File: config.mk
export PLATFORM = sky130hd
export DESIGN_NAME = c2p_front
export DESIGN_NICKNAME = d
export VERILOG_FILES = /design/src/rtl/c2p_pkg.sv /design/src/rtl/c2p_front.sv
export SDC_FILE = /design/constraint.sdc
export NUM_CORES = 1
export LEC_CHECK = 0
export BUFFER_PORTS_ARGS = -buffer_cell sky130_fd_sc_hd__clkbuf_2
export CORE_MARGIN = 8
export CORE_UTILIZATION = 57
export DETAILED_ROUTE_END_ITERATION = 8
export PLACE_DENSITY_LB_ADDON = 0.05
export SETUP_SLACK_MARGIN = 0.02
export SYNTH_ARGS = -nofsm -noshare
export SYNTH_HDL_FRONTEND = slang
export SYNTH_SLANG_ARGS = --single-unit
File: constraint.sdc
create_clock -name clk -period 15.55 [get_ports clk]
set_clock_uncertainty 0.05 [all_clocks]
set_input_delay 0.7775 -clock clk [delete_from_list [all_inputs] [get_ports clk]]
set_output_delay 0.7775 -clock clk [all_outputs]
set_load 0.05 [all_outputs]
File: src/rtl/c2p_pkg.sv
`timescale 1ns / 1ps
`default_nettype none

package c2p_pkg;

  localparam int C2P_ITERATIONS  = 16;
  localparam int C2P_COORD_WIDTH = 16;
  localparam int C2P_MAX_ITER    = 24;
  localparam int C2P_GUARD_BITS  = 24;
  localparam int C2P_ANG_FRAC    = 8;
  localparam int C2P_ANGLE_W     = 16;
  localparam int C2P_Z_W         = 26;
  localparam int C2P_XW_EXTRA    = C2P_GUARD_BITS + 3;
  localparam int C2P_TOL_W       = 15;

  typedef logic signed [C2P_Z_W-1:0] angle_acc_t;

  localparam logic [C2P_TOL_W-1:0] C2P_TOL_RESET = 15'd3;
  localparam angle_acc_t C2P_PI = angle_acc_t'(1) <<< (C2P_ANGLE_W - 1 + C2P_ANG_FRAC);

  localparam angle_acc_t C2P_ATAN [C2P_MAX_ITER] = '{
    26'sd2097152, 26'sd1238021, 26'sd654136, 26'sd332050,
    26'sd166669,  26'sd83416,   26'sd41718,  26'sd20860,
    26'sd10430,   26'sd5215,    26'sd2608,   26'sd1304,
    26'sd652,     26'sd326,     26'sd163,    26'sd81,
    26'sd41,      26'sd20,      26'sd10,     26'sd5,
    26'sd3,       26'sd1,       26'sd1,      26'sd0
  };

endpackage

`default_nettype wire

File: src/rtl/c2p_front.sv
`timescale 1ns / 1ps
`default_nettype none

module c2p_front #(
  parameter int COORD_WIDTH = c2p_pkg::C2P_COORD_WIDTH
) (
  input  wire                                                   clk,
  input  wire                                                   rst,
  input  wire                                                   adv,
  input  wire                                                   in_valid,
  input  wire  signed [COORD_WIDTH-1:0]                         x_coord,
  input  wire  signed [COORD_WIDTH-1:0]                         y_coord,
  output logic                                                  out_valid,
  output logic signed [COORD_WIDTH+c2p_pkg::C2P_XW_EXTRA-1:0]   out_x,
  output logic signed [COORD_WIDTH+c2p_pkg::C2P_XW_EXTRA-1:0]   out_y,
  output c2p_pkg::angle_acc_t                                   out_z,
  output logic        [2*COORD_WIDTH:0]                         out_rad
);
  import c2p_pkg::*;

  localparam int CW  = COORD_WIDTH;
  localparam int XW  = CW + C2P_XW_EXTRA;
  localparam int EXT = XW - CW - 1 - C2P_GUARD_BITS;

  logic signed [CW:0] xs, ys, xn, yn;

  logic                 a_valid, b_valid, c_valid;
  logic [CW-1:0]        a_ax, a_ay;
  logic signed [CW:0]   a_x, a_y, b_x, b_y, c_x, c_y;
  angle_acc_t           a_z, b_z, c_z;
  logic [2*CW-1:0]      b_sqx, b_sqy;
  logic [2*CW:0]        c_rad;

  assign xs = {x_coord[CW-1], x_coord};
  assign ys = {y_coord[CW-1], y_coord};
  assign xn = -xs;
  assign yn = -ys;

  always_ff @(posedge clk) begin
    if (rst) begin
      a_valid <= 1'b0;
      b_valid <= 1'b0;
      c_valid <= 1'b0;
    end else if (adv) begin
      a_valid <= in_valid;
      b_valid <= a_valid;
      c_valid <= b_valid;
    end
  end

  always_ff @(posedge clk) begin
    if (adv) begin
      a_ax <= x_coord[CW-1] ? xn[CW-1:0] : x_coord;
      a_ay <= y_coord[CW-1] ? yn[CW-1:0] : y_coord;
      if (x_coord[CW-1]) begin
        a_x <= xn;
        a_y <= yn;
        a_z <= ys[CW] ? -C2P_PI : C2P_PI;
      end else begin
        a_x <= xs;
        a_y <= ys;
        a_z <= '0;
      end

      b_sqx <= a_ax * a_ax;
      b_sqy <= a_ay * a_ay;
      b_x   <= a_x;
      b_y   <= a_y;
      b_z   <= a_z;

      c_rad <= {1'b0, b_sqx} + {1'b0, b_sqy};
      c_x   <= b_x;
      c_y   <= b_y;
      c_z   <= b_z;
    end
  end

  assign out_valid = c_valid;
  assign out_x     = {{EXT{c_x[CW]}}, c_x, {C2P_GUARD_BITS{1'b0}}};
  assign out_y     = {{EXT{c_y[CW]}}, c_y, {C2P_GUARD_BITS{1'b0}}};
  assign out_z     = c_z;
  assign out_rad   = c_rad;

endmodule

`default_nettype wire

### Yosys cells after proc, flatten, opt, wreduce, memory -nomap -nowiden

Index checks and enable logic that the tools add are counted.

| storage, ports and cells | value |
|---|---|
| flip-flop bits (word level) | 312 |
| bits of input ports | 36 |
| output and inout port bits | 146 |
| word-level logic and storage cells | 30 |

| cells by class | value |
|---|---|
| add/subtract/negate cells | 3 |
| $mul | 2 |
| mux-type cells | 5 |

Operators with widths:

| kind | number |
|---|---|
| 16-bit by 16-bit multiplier with 32-bit output | 2 |
| 15-bit two-way mux | 3 |
| 16-bit negator with 17-bit output | 2 |
| 32-bit by 32-bit adder with 33-bit output | 1 |
| 26-bit two-way mux | 1 |
| 17-bit two-way mux | 1 |

### Longest topological paths before layout

Gate-level depths: netlist (run 1).

| depth | value |
|---|---|
| depth in word-level cells | 2 |
| gate-level depth with buffers | 25 |
| gate-level depth less buffers | 23 |

### Worst setup path before layout (run 1)

OpenSTA, ideal clock, no wires.

| path | value |
|---|---|
| kind | flip-flop to flip-flop |
| start | register a_ax[1] |
| end | register b_sqx[30], data pin |
| setup time | 0.271 ns |
| arrival | 5.922 ns |
| required time | 15.229 ns |
| path slack | 9.307 ns |
| stages on the path, launching flop included | 25 |
| buffers on the path | 2 |
| period minus slack after synthesis | 6.243 ns |
| cell sequence | edfxtp_1 clkbuf_1 clkbuf_1 and2_1 fa_1 inv_1 fa_1 inv_1 fa_1 inv_1 fa_1 inv_1 fa_1 inv_1 fa_1 inv_1 ha_1 and4_1 and2_1 a211oi_2 a22oi_2 a21boi_1 o31ai_1 a2111oi_0 nor3_1 |

| on the way | value |
|---|---|
| cells in the longest elaborated chain, start to end | 1 |

Ends and longest elaborated chain:

| element | RTL line | source |
|---|---|---|
| from (decl) | c2p_front.sv:28 | `logic [CW-1:0] a_ax, a_ay;` |
| from (signal assigned) | c2p_front.sv:53 | `a_ax <= x_coord[CW-1] ? xn[CW-1:0] : x_coord;` |
| 16-bit by 16-bit multiplier with 32-bit output | c2p_front.sv:65 | `b_sqx <= a_ax * a_ax;` |
| to (signal assigned) | c2p_front.sv:65 |  |
| to (decl) | c2p_front.sv:31 | `logic [2*CW-1:0] b_sqx, b_sqy;` |

No other way between the ends.
A chain may end at the register's enable or synchronous reset.

### Worst setup path after layout (run 1)

| path | value |
|---|---|
| start | register a_ay[3] |
| end | register b_sqy[31], data pin |

| on the way | value |
|---|---|
| cells in the longest elaborated chain, start to end | 1 |

Ends and longest elaborated chain:

| element | RTL line | source |
|---|---|---|
| from (decl) | c2p_front.sv:28 |  |
| from (signal assigned) | c2p_front.sv:54 | `a_ay <= y_coord[CW-1] ? yn[CW-1:0] : y_coord;` |
| 16-bit by 16-bit multiplier with 32-bit output | c2p_front.sv:66 | `b_sqy <= a_ay * a_ay;` |
| to (signal assigned) | c2p_front.sv:66 |  |
| to (decl) | c2p_front.sv:31 |  |

No other way between the ends.

==> reports/metrics.cfg, run 1 <==
[status]
status = finished clean

[sta]
maxSlewViolCount = 0
tightest_slew_ns = 1.02
min_period_ns = 6.90
final_hold_viol_count = 0
layout_setup_ws_ns = 8.65
rsz0062_at_grt = no
finalCritPeriodShare = 0.444
tns_ns = 0
setup_viol_count_final = 0
fmax_ghz = 0.145
slew_headroom = 0.320

[logic_synthesis]
async_flop_share = 0
synthesis.area_um2 = 24200
ys_seq_area_frac = 0.271
yosys_warnings = 0
synth_area_leader_cell = edfxtp_1
synth_cell_type_count = 69
synth_area_leaders = edfxtp_1, fa_1, ha_1
syn-instance-count = 2354
syn_area_per_cell_um2 = 10.3
synth_edf_count = 216
synthFlopType = edfxtp_1
ys_ff_latch = 219
synth_top_area_share = 0.268

[clock_tree]
clk_pin_slew_ns = 0.06
cts_resized = 0
cts_num_sinks = 219
numCtsBuffers = 26
cts_hold_buf = 0
cts_tree = yes
cts_htree_levels = 1
cts_root_buf = clkbuf_16
post-cts-setup-buffers = 0
clk_path_buf_depth = 3
clk_latency_ns = 0.55

[placement]
postPlaceCellArea_um2 = 24900
port_buffers = 110
dp_hpwl_um = 40200
pre_cts_ws_ns = 8.68
routabilityCongestion = 0.901

[setup_path]
end_kind = register
critPathSlowestCell = edfxtp_1
required_ns = 15.79
path_max_fanout = 12
critPathMaxStageDelay_ns = 0.62
r2r_cells = 21
crit_top_cell = fa_1
critPathKind = reg -> reg
path_depth = 21
start_kind = register
path_buf_inv = 5
cp.arrival_ns = 7.14
crit_family = adder cells
crit_path_cell_trace = inv_1 -> nor2_1 -> fa_1 -> inv_1 -> fa_1 -> inv_1 -> fa_1 -> inv_1 -> fa_1 -> fa_1 -> fa_1 -> inv_1 -> ha_1 -> nand4_1 -> o21bai_1 -> nor4_1 -> nor2_1 -> o41ai_2 -> o221ai_1 -> o221ai_1 -> xnor2_1

[floorplan]
start_util = 0.577
core_um2 = 41900
die_area_um2 = 49300
rows = 75
die_x_um = 222
die_height_um = 222
io_pins = 182

[drt]
drc = 0
first_pass_iters = 6
vias = 15891
via_per_inst = 5.32
wl_um = 49400
first_iter_violations = 736
ant_nets = 0
wire_per_inst_um = 16.5

[layout]
nets = 3029
post-route-util = 0.614
stdcell_area_um2 = 25700
num_antenna_cells = 0
drive_gt1_frac = 0.0718
syn_to_final_growth_pct = 6.40
fillers = 3594

[global_route]
grt_max_degree = 82
grt_use_total = 0.205
overflow = 0
grt_pass1_vias = 17116
antenna_found_initial = 0
grt_pass1_wl_um = 83500

[worst_hold_path]
hold_path_class = reg -> reg
hold_depth = 0

[job]
cap_violations = 0

stage by stage:
stage               hold slack (ns)  std cells
global placement              0.351       2942
finish                        0.366       2989
global route                  0.368       2989
detailed placement            0.355       2942
floorplan                     0.350       2425
CTS                           0.342       2989
cells in the mapped netlist, drive strengths merged (4+ instances only):
cell	instances
o211ai	6
or3	8
fa	324
or2	9
a31oi	11
xor2	31
nand2b	11
inv	518
a21oi	75
nor2b	13
a21o	47
xnor2	107
buf	78
o21a	7
or4	4
mux2i	5
nand4	11
edfxtp	216
o41ai	4
nor2	99
nor3	14
and3	11
clkbuf	58
a211oi	9
o21ai	56
o21bai	14
o31ai	7
ha	238
nand3	24
nand2	209
and2	80
nor4	4
a31o	5
kinds of logic (layout without fill, tap and decap cells):
| logic type | after synthesis | in the layout | synth area share |
|---|---|---|---|
| muxes | 8 | 8 | 0.00346 |
| and+or+nand+nor | 507 | 507 | 0.0983 |
| buffers and inverters | 654 | 679 | 0.113 |
| DFF | 219 | 219 | 0.271 |
| AOI/OAI and AO/OA | 265 | 265 | 0.0732 |
| xor gates and xnor gates | 138 | 138 | 0.0499 |
| adders and majority gates | 562 | 562 | 0.391 |
| other | 1 | 72 | 0.000155 |
per-layer routing:
layer	track usage	vias to the layer above	wire length, µm
li1	-	7486	-
met3	0.0354	76	2610
met4	0.0562	0	1270
met5	0	-	0
met1	0.272	7967	21800
met2	0.343	362	23800
sequential cells by signal, indices dropped and copies added (netlist names):
name / cells
out_rad: 33
b_sqx: 30
b_sqy: 30
b_x: 17
b_y: 17
c_x: 17
c_y: 17
a_ay: 16
a_y: 16
a_ax: 15
a_x: 2
a_z: 2
b_z: 2
out_z: 2
a_valid: 1
b_valid: 1
out_valid: 1
area by class of cell:
| cell class | instances | area, µm² | area share |
|---|---|---|---|
| multi-input cells | 1552 | 15200 | 0.589 |
| clock buffers | 35 | 706 | 0.0274 |
| clock inverters | 12 | 109 | 0.00423 |
| inverters | 518 | 1940 | 0.0755 |
| repair buffers | 114 | 591 | 0.0229 |
| well taps | 539 | 674 | 0.0262 |
| flip-flops and latches | 219 | 6550 | 0.254 |
final timing paths:
path | startpoint | endpoint | slack [ns]
worst max register to register | a_ay[3] | b_sqy[31] | 8.65
worst max-delay path | a_ay[3] | b_sqy[31] | 8.65
worst min-delay path | a_y[12] | b_y[12] | 0.37
worst min register to register | a_y[12] | b_y[12] | 0.37
layout by cell type, fill, tap and decap left out, types with 52 or more instances in the layout:
cell type  synthesis  routed
fa_1             324     324
edfxtp_1         216     216
and2_1            80      80
o21ai_0           52      52
nand2_1          209     209
xnor2_1          107     107
conb_1             1      72
clkbuf_2           0     109
nor2_1            98      98
inv_1            518     518
a21oi_1           73      73
ha_1             238     238
Power of run 1 is not shown: default switching activity piles up to over one toggle a cycle in this logic, so the estimate is an artifact.
==> run 2, diff against run 1 <==
- ABC_AREA: not set -> 1
- clock period: 15.55 -> 6.8 ns (I/O delays scaled with it)
==> run 2 against run 1 <==
  * First-iteration DRC count is 29% higher
  * Critical endpoint is now b_sqx[23]
  * Final area is 10% higher
  * Critical path depth stayed put
  * Worst hold slack worse by 0.30 ns
  * Die area is 9.1% higher
  * Sequential share of layout area is 2.4 points lower
  * Non-clock buffer count is 8 higher
  * Synthesized cell count is 37% higher
==> reports/metrics.cfg, run 2 <==
[logic_synthesis]
yosys_warnings = 0  ; unchanged
ys_ff_latch = 219  ; unchanged
async_flop_share = 0  ; unchanged
syn-instance-count = 3221  ; was 2354
synthFlopType = edfxtp_1  ; unchanged
synth_common_cells = nand2_1, inv_1, fa_1  ; was inv_1, fa_1, ha_1
synth_compound_area_frac = 0.0268  ; was 0.0732
syn_area_per_cell_um2 = 8.25  ; was 10.3 µm²
synth_edf_count = 216  ; unchanged
ys_seq_area_frac = 0.246  ; was 0.271
synth_top_family_by_area = adder cells  ; unchanged
synthSimpleGateAreaFrac = 0.189  ; was 0.0983
synth_area_leader_cell = edfxtp_1  ; unchanged
synthXorXnorAreaFrac = 0.0280  ; was 0.0499
synth_area_leaders = edfxtp_1, fa_1, nand2_1  ; was edfxtp_1, fa_1, ha_1
synth_cell_type_count = 37  ; was 69
synthesis.area_um2 = 26600  ; was 24200 µm²
synth_fa_ha_area_frac = 0.356  ; was 0.391
synth.most_common_cell = nand2_1  ; was inv_1
synth_top_area_share = 0.244  ; was 0.268
synthMuxAreaShare = 0  ; was 0.00346

[layout]
final_common_cell = nand2_1  ; was inv_1
num_antenna_cells = 0  ; unchanged
syn_to_final_growth_pct = 6.97  ; was 6.40%
nets = 3897  ; was 3029
drive_gt1_frac = 0.0708  ; was 0.0718
largest_reg_flops = 33  ; unchanged
final_cell_mix = nand2_1, inv_1, fa_1  ; was inv_1, fa_1, ha_1

[drt]
ant_nets = 0  ; unchanged
drc = 0  ; unchanged
vias = 19405  ; was 15.9k
first_iter_violations = 952  ; was 736
wl_um = 59000  ; was 49400 µm
wire_per_inst_um = 15.0  ; was 16.5 µm
first_pass_iters = 5  ; was 6
via_per_inst = 4.94  ; was 5.32

[setup_path]
cp.arrival_ns = 6.22  ; was 7.14 ns
start_kind = register  ; unchanged
r2r_start = a_ax[6]  ; was a_ay[3]
critPathKind = reg -> reg  ; unchanged
end_kind = register  ; unchanged
r2r_cells = 21  ; unchanged
critPathSlowestCell = edfxtp_1  ; unchanged
critPathMaxStageDelay_ns = 0.86  ; was 0.62 ns
reg2reg_to = b_sqx[23]  ; was b_sqy[31]
path_max_fanout = 17  ; was 12
r2r_slack_ns = 0.81  ; was 8.65 ns
required_ns = 7.04  ; was 15.79 ns
crit_path_cell_trace = nand2_1 -> fa_1 -> inv_1 -> fa_1 -> inv_1 -> fa_1 -> inv_1 -> fa_1 -> fa_1 -> inv_1 -> fa_1 -> inv_1 -> ha_1 -> nand2_1 -> inv_1 -> a21oi_1 -> nand3_1 -> nand2_1 -> nand2_1 -> nand2_1 -> nand2_1  ; was inv_1 -> nor2_1 -> fa_1 -> inv_1 -> fa_1 -> inv_1 -> fa_1 -> inv_1 -> fa_1 -> fa_1 -> fa_1 -> inv_1 -> ha_1 -> nand4_1 -> o21bai_1 -> nor4_1 -> nor2_1 -> o41ai_2 -> o221ai_1 -> o221ai_1 -> xnor2_1

[worst_hold_path]
hold_depth = 3  ; was 0
hold_start = x_coord[11]  ; was a_y[12]
min_to = a_ax[11]  ; was b_y[12]
hold_path_class = in -> reg  ; was reg -> reg

[sta]
tightest_slew_ns = 1.20  ; was 1.02 ns
tns_ns = 0  ; unchanged
final_hold_viol_count = 0  ; unchanged
min_period_ns = 5.99  ; was 6.90 ns
fmax_ghz = 0.167  ; was 0.145 GHz
slew_headroom = 0.202  ; was 0.320
rsz0062_at_grt = no  ; unchanged
maxSlewViolCount = 0  ; unchanged
setup_viol_count_final = 0  ; unchanged
finalCritPeriodShare = 0.881  ; was 0.444

[global_route]
grt_max_degree = 129  ; was 82
antenna_found_initial = 0  ; unchanged
grt_pass1_vias = 20713  ; was 17.1k
overflow = 0  ; unchanged
grt_use_total = 0.229  ; was 0.205
grt_pass1_wl_um = 100000  ; was 83500 µm

[clock_tree]
clk_latency_ns = 0.56  ; was 0.55 ns
clk_pin_slew_ns = 0.06  ; about the same
cts_resized = 0  ; unchanged
cts_tree = yes  ; unchanged
post-cts-setup-buffers = 0  ; unchanged
cts_num_sinks = 219  ; unchanged
numCtsBuffers = 26  ; unchanged
clk_path_buf_depth = 3  ; unchanged
cts_root_buf = clkbuf_16  ; unchanged
cts_htree_levels = 1  ; unchanged

[floorplan]
core_um2 = 46300  ; was 41900 µm²
die_height_um = 232  ; was 222 µm
start_util = 0.574  ; was 0.577
io_pins = 182  ; unchanged
rows = 79  ; was 75
die_x_um = 232  ; was 222 µm
die_area_um2 = 53800  ; was 49300 µm²

[placement]
routabilityCongestion = 0.903  ; was 0.901
dp_hpwl_um = 48900  ; was 40200 µm
port_buffers = 110  ; unchanged

[status]
status = finished clean  ; unchanged

[job]
cap_violations = 0  ; unchanged

==> run 2: area by class of cell <==
class | count | area (µm²)
clock buffers | 27 | 676
clock inverters | 21 | 317
fillers | 4171 | 17800
inverters | 866 | 3250
multi-input cells | 2064 | 16200
flip-flops and latches | 219 | 6550
well taps | 607 | 759
repair buffers | 122 | 661
==> run 2: logic make-up (layout without fill, tap and decap cells) <==
| group | count (synthesis) | after routing |
|---|---|---|
| AOI/OAI and AO/OA | 125 | 125 |
| xor gates and xnor gates | 85 | 85 |
| adders and majority gates | 562 | 562 |
| buffers and inverters | 1009 | 1036 |
| DFF | 219 | 219 |
| other | 1 | 72 |
| and+or+nand+nor | 1220 | 1220 |
==> run 2: through the flow <==
stage | instance area (µm²) | hold WS (ns) | setup slack (ns) | instances | util
finish | 28400 | 0.0700 | 0.811 | 3926 | 0.614
global route | 28400 | 0.0512 | 0.496 | 3926 | 0.614
CTS | 28400 | 0.0393 | 0.817 | 3926 | 0.614
detailed placement | 27400 | 0.355 | 0.843 | 3874 | 0.592
global placement | 27400 | 0.351 | 0.930 | 3874 | 0.592
floorplan | 26800 | 0.350 | 1.30 | 3292 | -
==> run 2: how the worst max path moves through the flow <==
stage                  from   endpoint  slack (ns)
floorplan           a_ax[9]  b_sqx[29]        1.30
global placement    a_ax[2]  b_sqx[29]        0.93
detailed placement  a_ax[2]  b_sqx[29]        0.84
CTS                 a_ax[6]  b_sqx[23]        0.82
global route        a_ax[6]  b_sqx[23]        0.50
finish              a_ax[6]  b_sqx[23]        0.81
==> run 2: worst max-delay path: cells and delay by family (launching register included) <==
family          cells  cell delay, ns
simple gates        7            0.92
compound gates      1            0.26
buf+inv             6            0.31
fa+ha+maj           7            3.34
flops               1            0.86
==> run 2: timing repair <==
item | in CTS | in global routing
endpoints found under the hold margin | 5 | 0
hold buffers | 4 | 0
endpoints found under the setup margin | 0 | 0
==> run 2: routing by layer <==
metal	vias to the layer above	track usage	routed length (µm)
met5	-	0	0
met4	0	0.0724	1930
met3	102	0.0244	3030
met2	479	0.396	28300
met1	9244	0.300	25700
li1	9580	-	-
Power of run 2 is left out for the same reason.
==> run 3, diff against run 2 <==
- CORE_ASPECT_RATIO: not set -> 0.6
- CTS_BUF_LIST: not set -> sky130_fd_sc_hd__clkbuf_4
==> run 3 against run 2 <==
  * Utilization up 0.53 points
  * First-iteration DRC count is 63% higher
  * Highest routed layer is now met5
  * Critical path type unchanged
  * Worst setup slack lost 0.39 ns
  * Clock-buffer cell count is 47 higher
  * Critical endpoint is now b_sqx[31]
==> reports/metrics.cfg, run 3 (synthesis gave the netlist of run 2 again) <==
[status]
status = finished clean  ; unchanged

[layout]
final_common_cell = nand2_1  ; unchanged
largest_reg_flops = 33  ; unchanged
final_cell_mix = nand2_1, inv_1, fa_1  ; unchanged
syn_to_final_growth_pct = 7.71  ; was 6.97%
drive_gt1_frac = 0.0820  ; was 0.0708
nets = 3973  ; was 3897
fin_cells = 4049  ; was 3926

[setup_path]
critPathKind = reg -> reg  ; unchanged
critPathSlowestCell = edfxtp_1  ; unchanged
r2r_slack_ns = 0.42  ; was 0.81 ns
cp.arrival_ns = 6.82  ; was 6.22 ns
crit_end = b_sqx[31]  ; was b_sqx[23]
path_depth = 19  ; was 21
cp-startpoint = a_ax[11]  ; was a_ax[6]
end_kind = register  ; unchanged
required_ns = 7.23  ; was 7.04 ns
start_kind = register  ; unchanged
r2r_start = a_ax[11]  ; was a_ax[6]
path_max_fanout = 18  ; was 17
crit_family = adder cells  ; unchanged
crit_path_cell_trace = nand2_1 -> fa_1 -> fa_1 -> inv_1 -> fa_1 -> fa_1 -> fa_1 -> inv_1 -> fa_1 -> inv_1 -> ha_1 -> nand2_1 -> inv_1 -> a21oi_1 -> nand3_1 -> nand2_1 -> nand2_1 -> nand2_1 -> nand2_1  ; was nand2_1 -> fa_1 -> inv_1 -> fa_1 -> inv_1 -> fa_1 -> inv_1 -> fa_1 -> fa_1 -> inv_1 -> fa_1 -> inv_1 -> ha_1 -> nand2_1 -> inv_1 -> a21oi_1 -> nand3_1 -> nand2_1 -> nand2_1 -> nand2_1 -> nand2_1
reg2reg_to = b_sqx[31]  ; was b_sqx[23]
path_buf_inv = 4  ; was 6
critPathMaxStageDelay_ns = 0.91  ; was 0.86 ns
r2r_cells = 19  ; was 21

[sta]
min_period_ns = 6.38  ; was 5.99 ns
final_hold_viol_count = 0  ; unchanged
rsz0062_at_grt = no  ; unchanged
fmax_ghz = 0.157  ; was 0.167 GHz
slew_headroom = 0.387  ; was 0.202
finalCritPeriodShare = 0.939  ; was 0.881
tns_ns = 0  ; unchanged
maxSlewViolCount = 0  ; unchanged
setup_viol_count_final = 0  ; unchanged
tightest_slew_ns = 0.920  ; was 1.20 ns

[drt]
drc = 0  ; unchanged
first_iter_violations = 1549  ; was 952
vias = 20007  ; was 19.4k
first_pass_iters = 7  ; was 5
via_per_inst = 4.94  ; about the same
ant_nets = 0  ; unchanged
wl_um = 66700  ; was 59000 µm
wire_per_inst_um = 16.5  ; was 15.0 µm

[floorplan]
die_x_um = 295  ; was 232 µm
rows = 61  ; was 79
die_height_um = 183  ; was 232 µm
core_um2 = 46200  ; was 46300 µm²
die_area_um2 = 54000  ; was 53800 µm²
start_util = 0.575  ; was 0.574
io_pins = 182  ; unchanged

[global_route]
grt_pass1_vias = 20145  ; was 20.7k
overflow = 0  ; unchanged
grt_pass1_wl_um = 107000  ; was 100000 µm
grt_use_total = 0.251  ; was 0.229
antenna_found_initial = 3  ; was 0
grt_max_degree = 134  ; was 129

[job]
cap_violations = 0  ; unchanged

[placement]
port_buffers = 110  ; unchanged
routabilityCongestion = 0.931  ; was 0.903
placed_cells = 3899  ; was 3874
dp_hpwl_um = 55600  ; was 48900 µm

[clock_tree]
clk_path_buf_depth = 3  ; unchanged
cts_root_buf = clkbuf_4  ; was clkbuf_16
cts_resized = 0  ; unchanged
cts_num_sinks = 219  ; unchanged
numCtsBuffers = 54  ; was 26
cts_htree_levels = 2  ; was 1
cts_tree = yes  ; unchanged
clk_latency_ns = 0.81  ; was 0.56 ns
clk_pin_slew_ns = 0.08  ; was 0.06 ns

[worst_hold_path]
hold_path_class = in -> reg  ; unchanged

==> run 3: cell types whose count changed in the layout (fill, tap and decap cells not counted), moves of 3 or more <==
cell,delta
diode_2,+3
clkinv_2,+3
clkbuf_4,+74
clkinv_1,+9
bufinv_16,-7
buf_4,+4
clkbuf_16,-27
dlygate4sd3_1,+43
==> run 3: layout make-up <==
class                   count  area, µm²
fillers                  4109      17600
multi-input cells        2064      16200
flip-flops and latches    219       6550
inverters                 866       3250
repair buffers            170       1140
well taps                 630        788
clock buffers              74        556
clock inverters            23        115
diodes                      3       7.51
==> run 3: repair_timing <==
| item | in CTS | in global routing |
|---|---|---|
| setup endpoints to repair | 0 | 1 |
| endpoints found under the hold margin | 103 | 0 |
| buffers inserted | 0 | 3 |
| hold buffers | 47 | 0 |
==> run 3: metal layers <==
layer | up-vias | global-route usage | wire length, µm
li1 | 9752 | - | -
met5 | - | 0 | 17
met2 | 757 | 0.339 | 25300
met4 | 2 | 0.0446 | 965
met3 | 76 | 0.0845 | 7270
met1 | 9420 | 0.387 | 33100
==> run 3: metrics by stage <==
stage / area (µm²) / util / hold slack, ns / setup WS (ns)
floorplan: 26800 / - / 0.350 / 1.30
global placement: 27500 / 0.594 / 0.350 / 0.486
detailed placement: 27500 / 0.594 / 0.355 / 0.518
CTS: 28600 / 0.619 / 0.118 / 0.433
global route: 28600 / 0.620 / 0.180 / 0.0451
finish: 28600 / 0.620 / 0.199 / 0.416
==> run 3: worst min-delay path by stage <==
stage / depth (start not counted) / slack, ns / to / startpoint
final: 1 / 0.20 / a_z[23] / x_coord[15]
after global routing: 1 / 0.18 / a_z[23] / x_coord[15]
after CTS: 1 / 0.12 / a_z[23] / x_coord[15]
after detailed placement: 0 / 0.36 / b_y[4] / a_y[4]
after global placement: 0 / 0.35 / c_x[6] / b_x[6]
after floorplan: 0 / 0.35 / b_x[16] / a_x[16]
Power of run 3 is left out for the same reason.
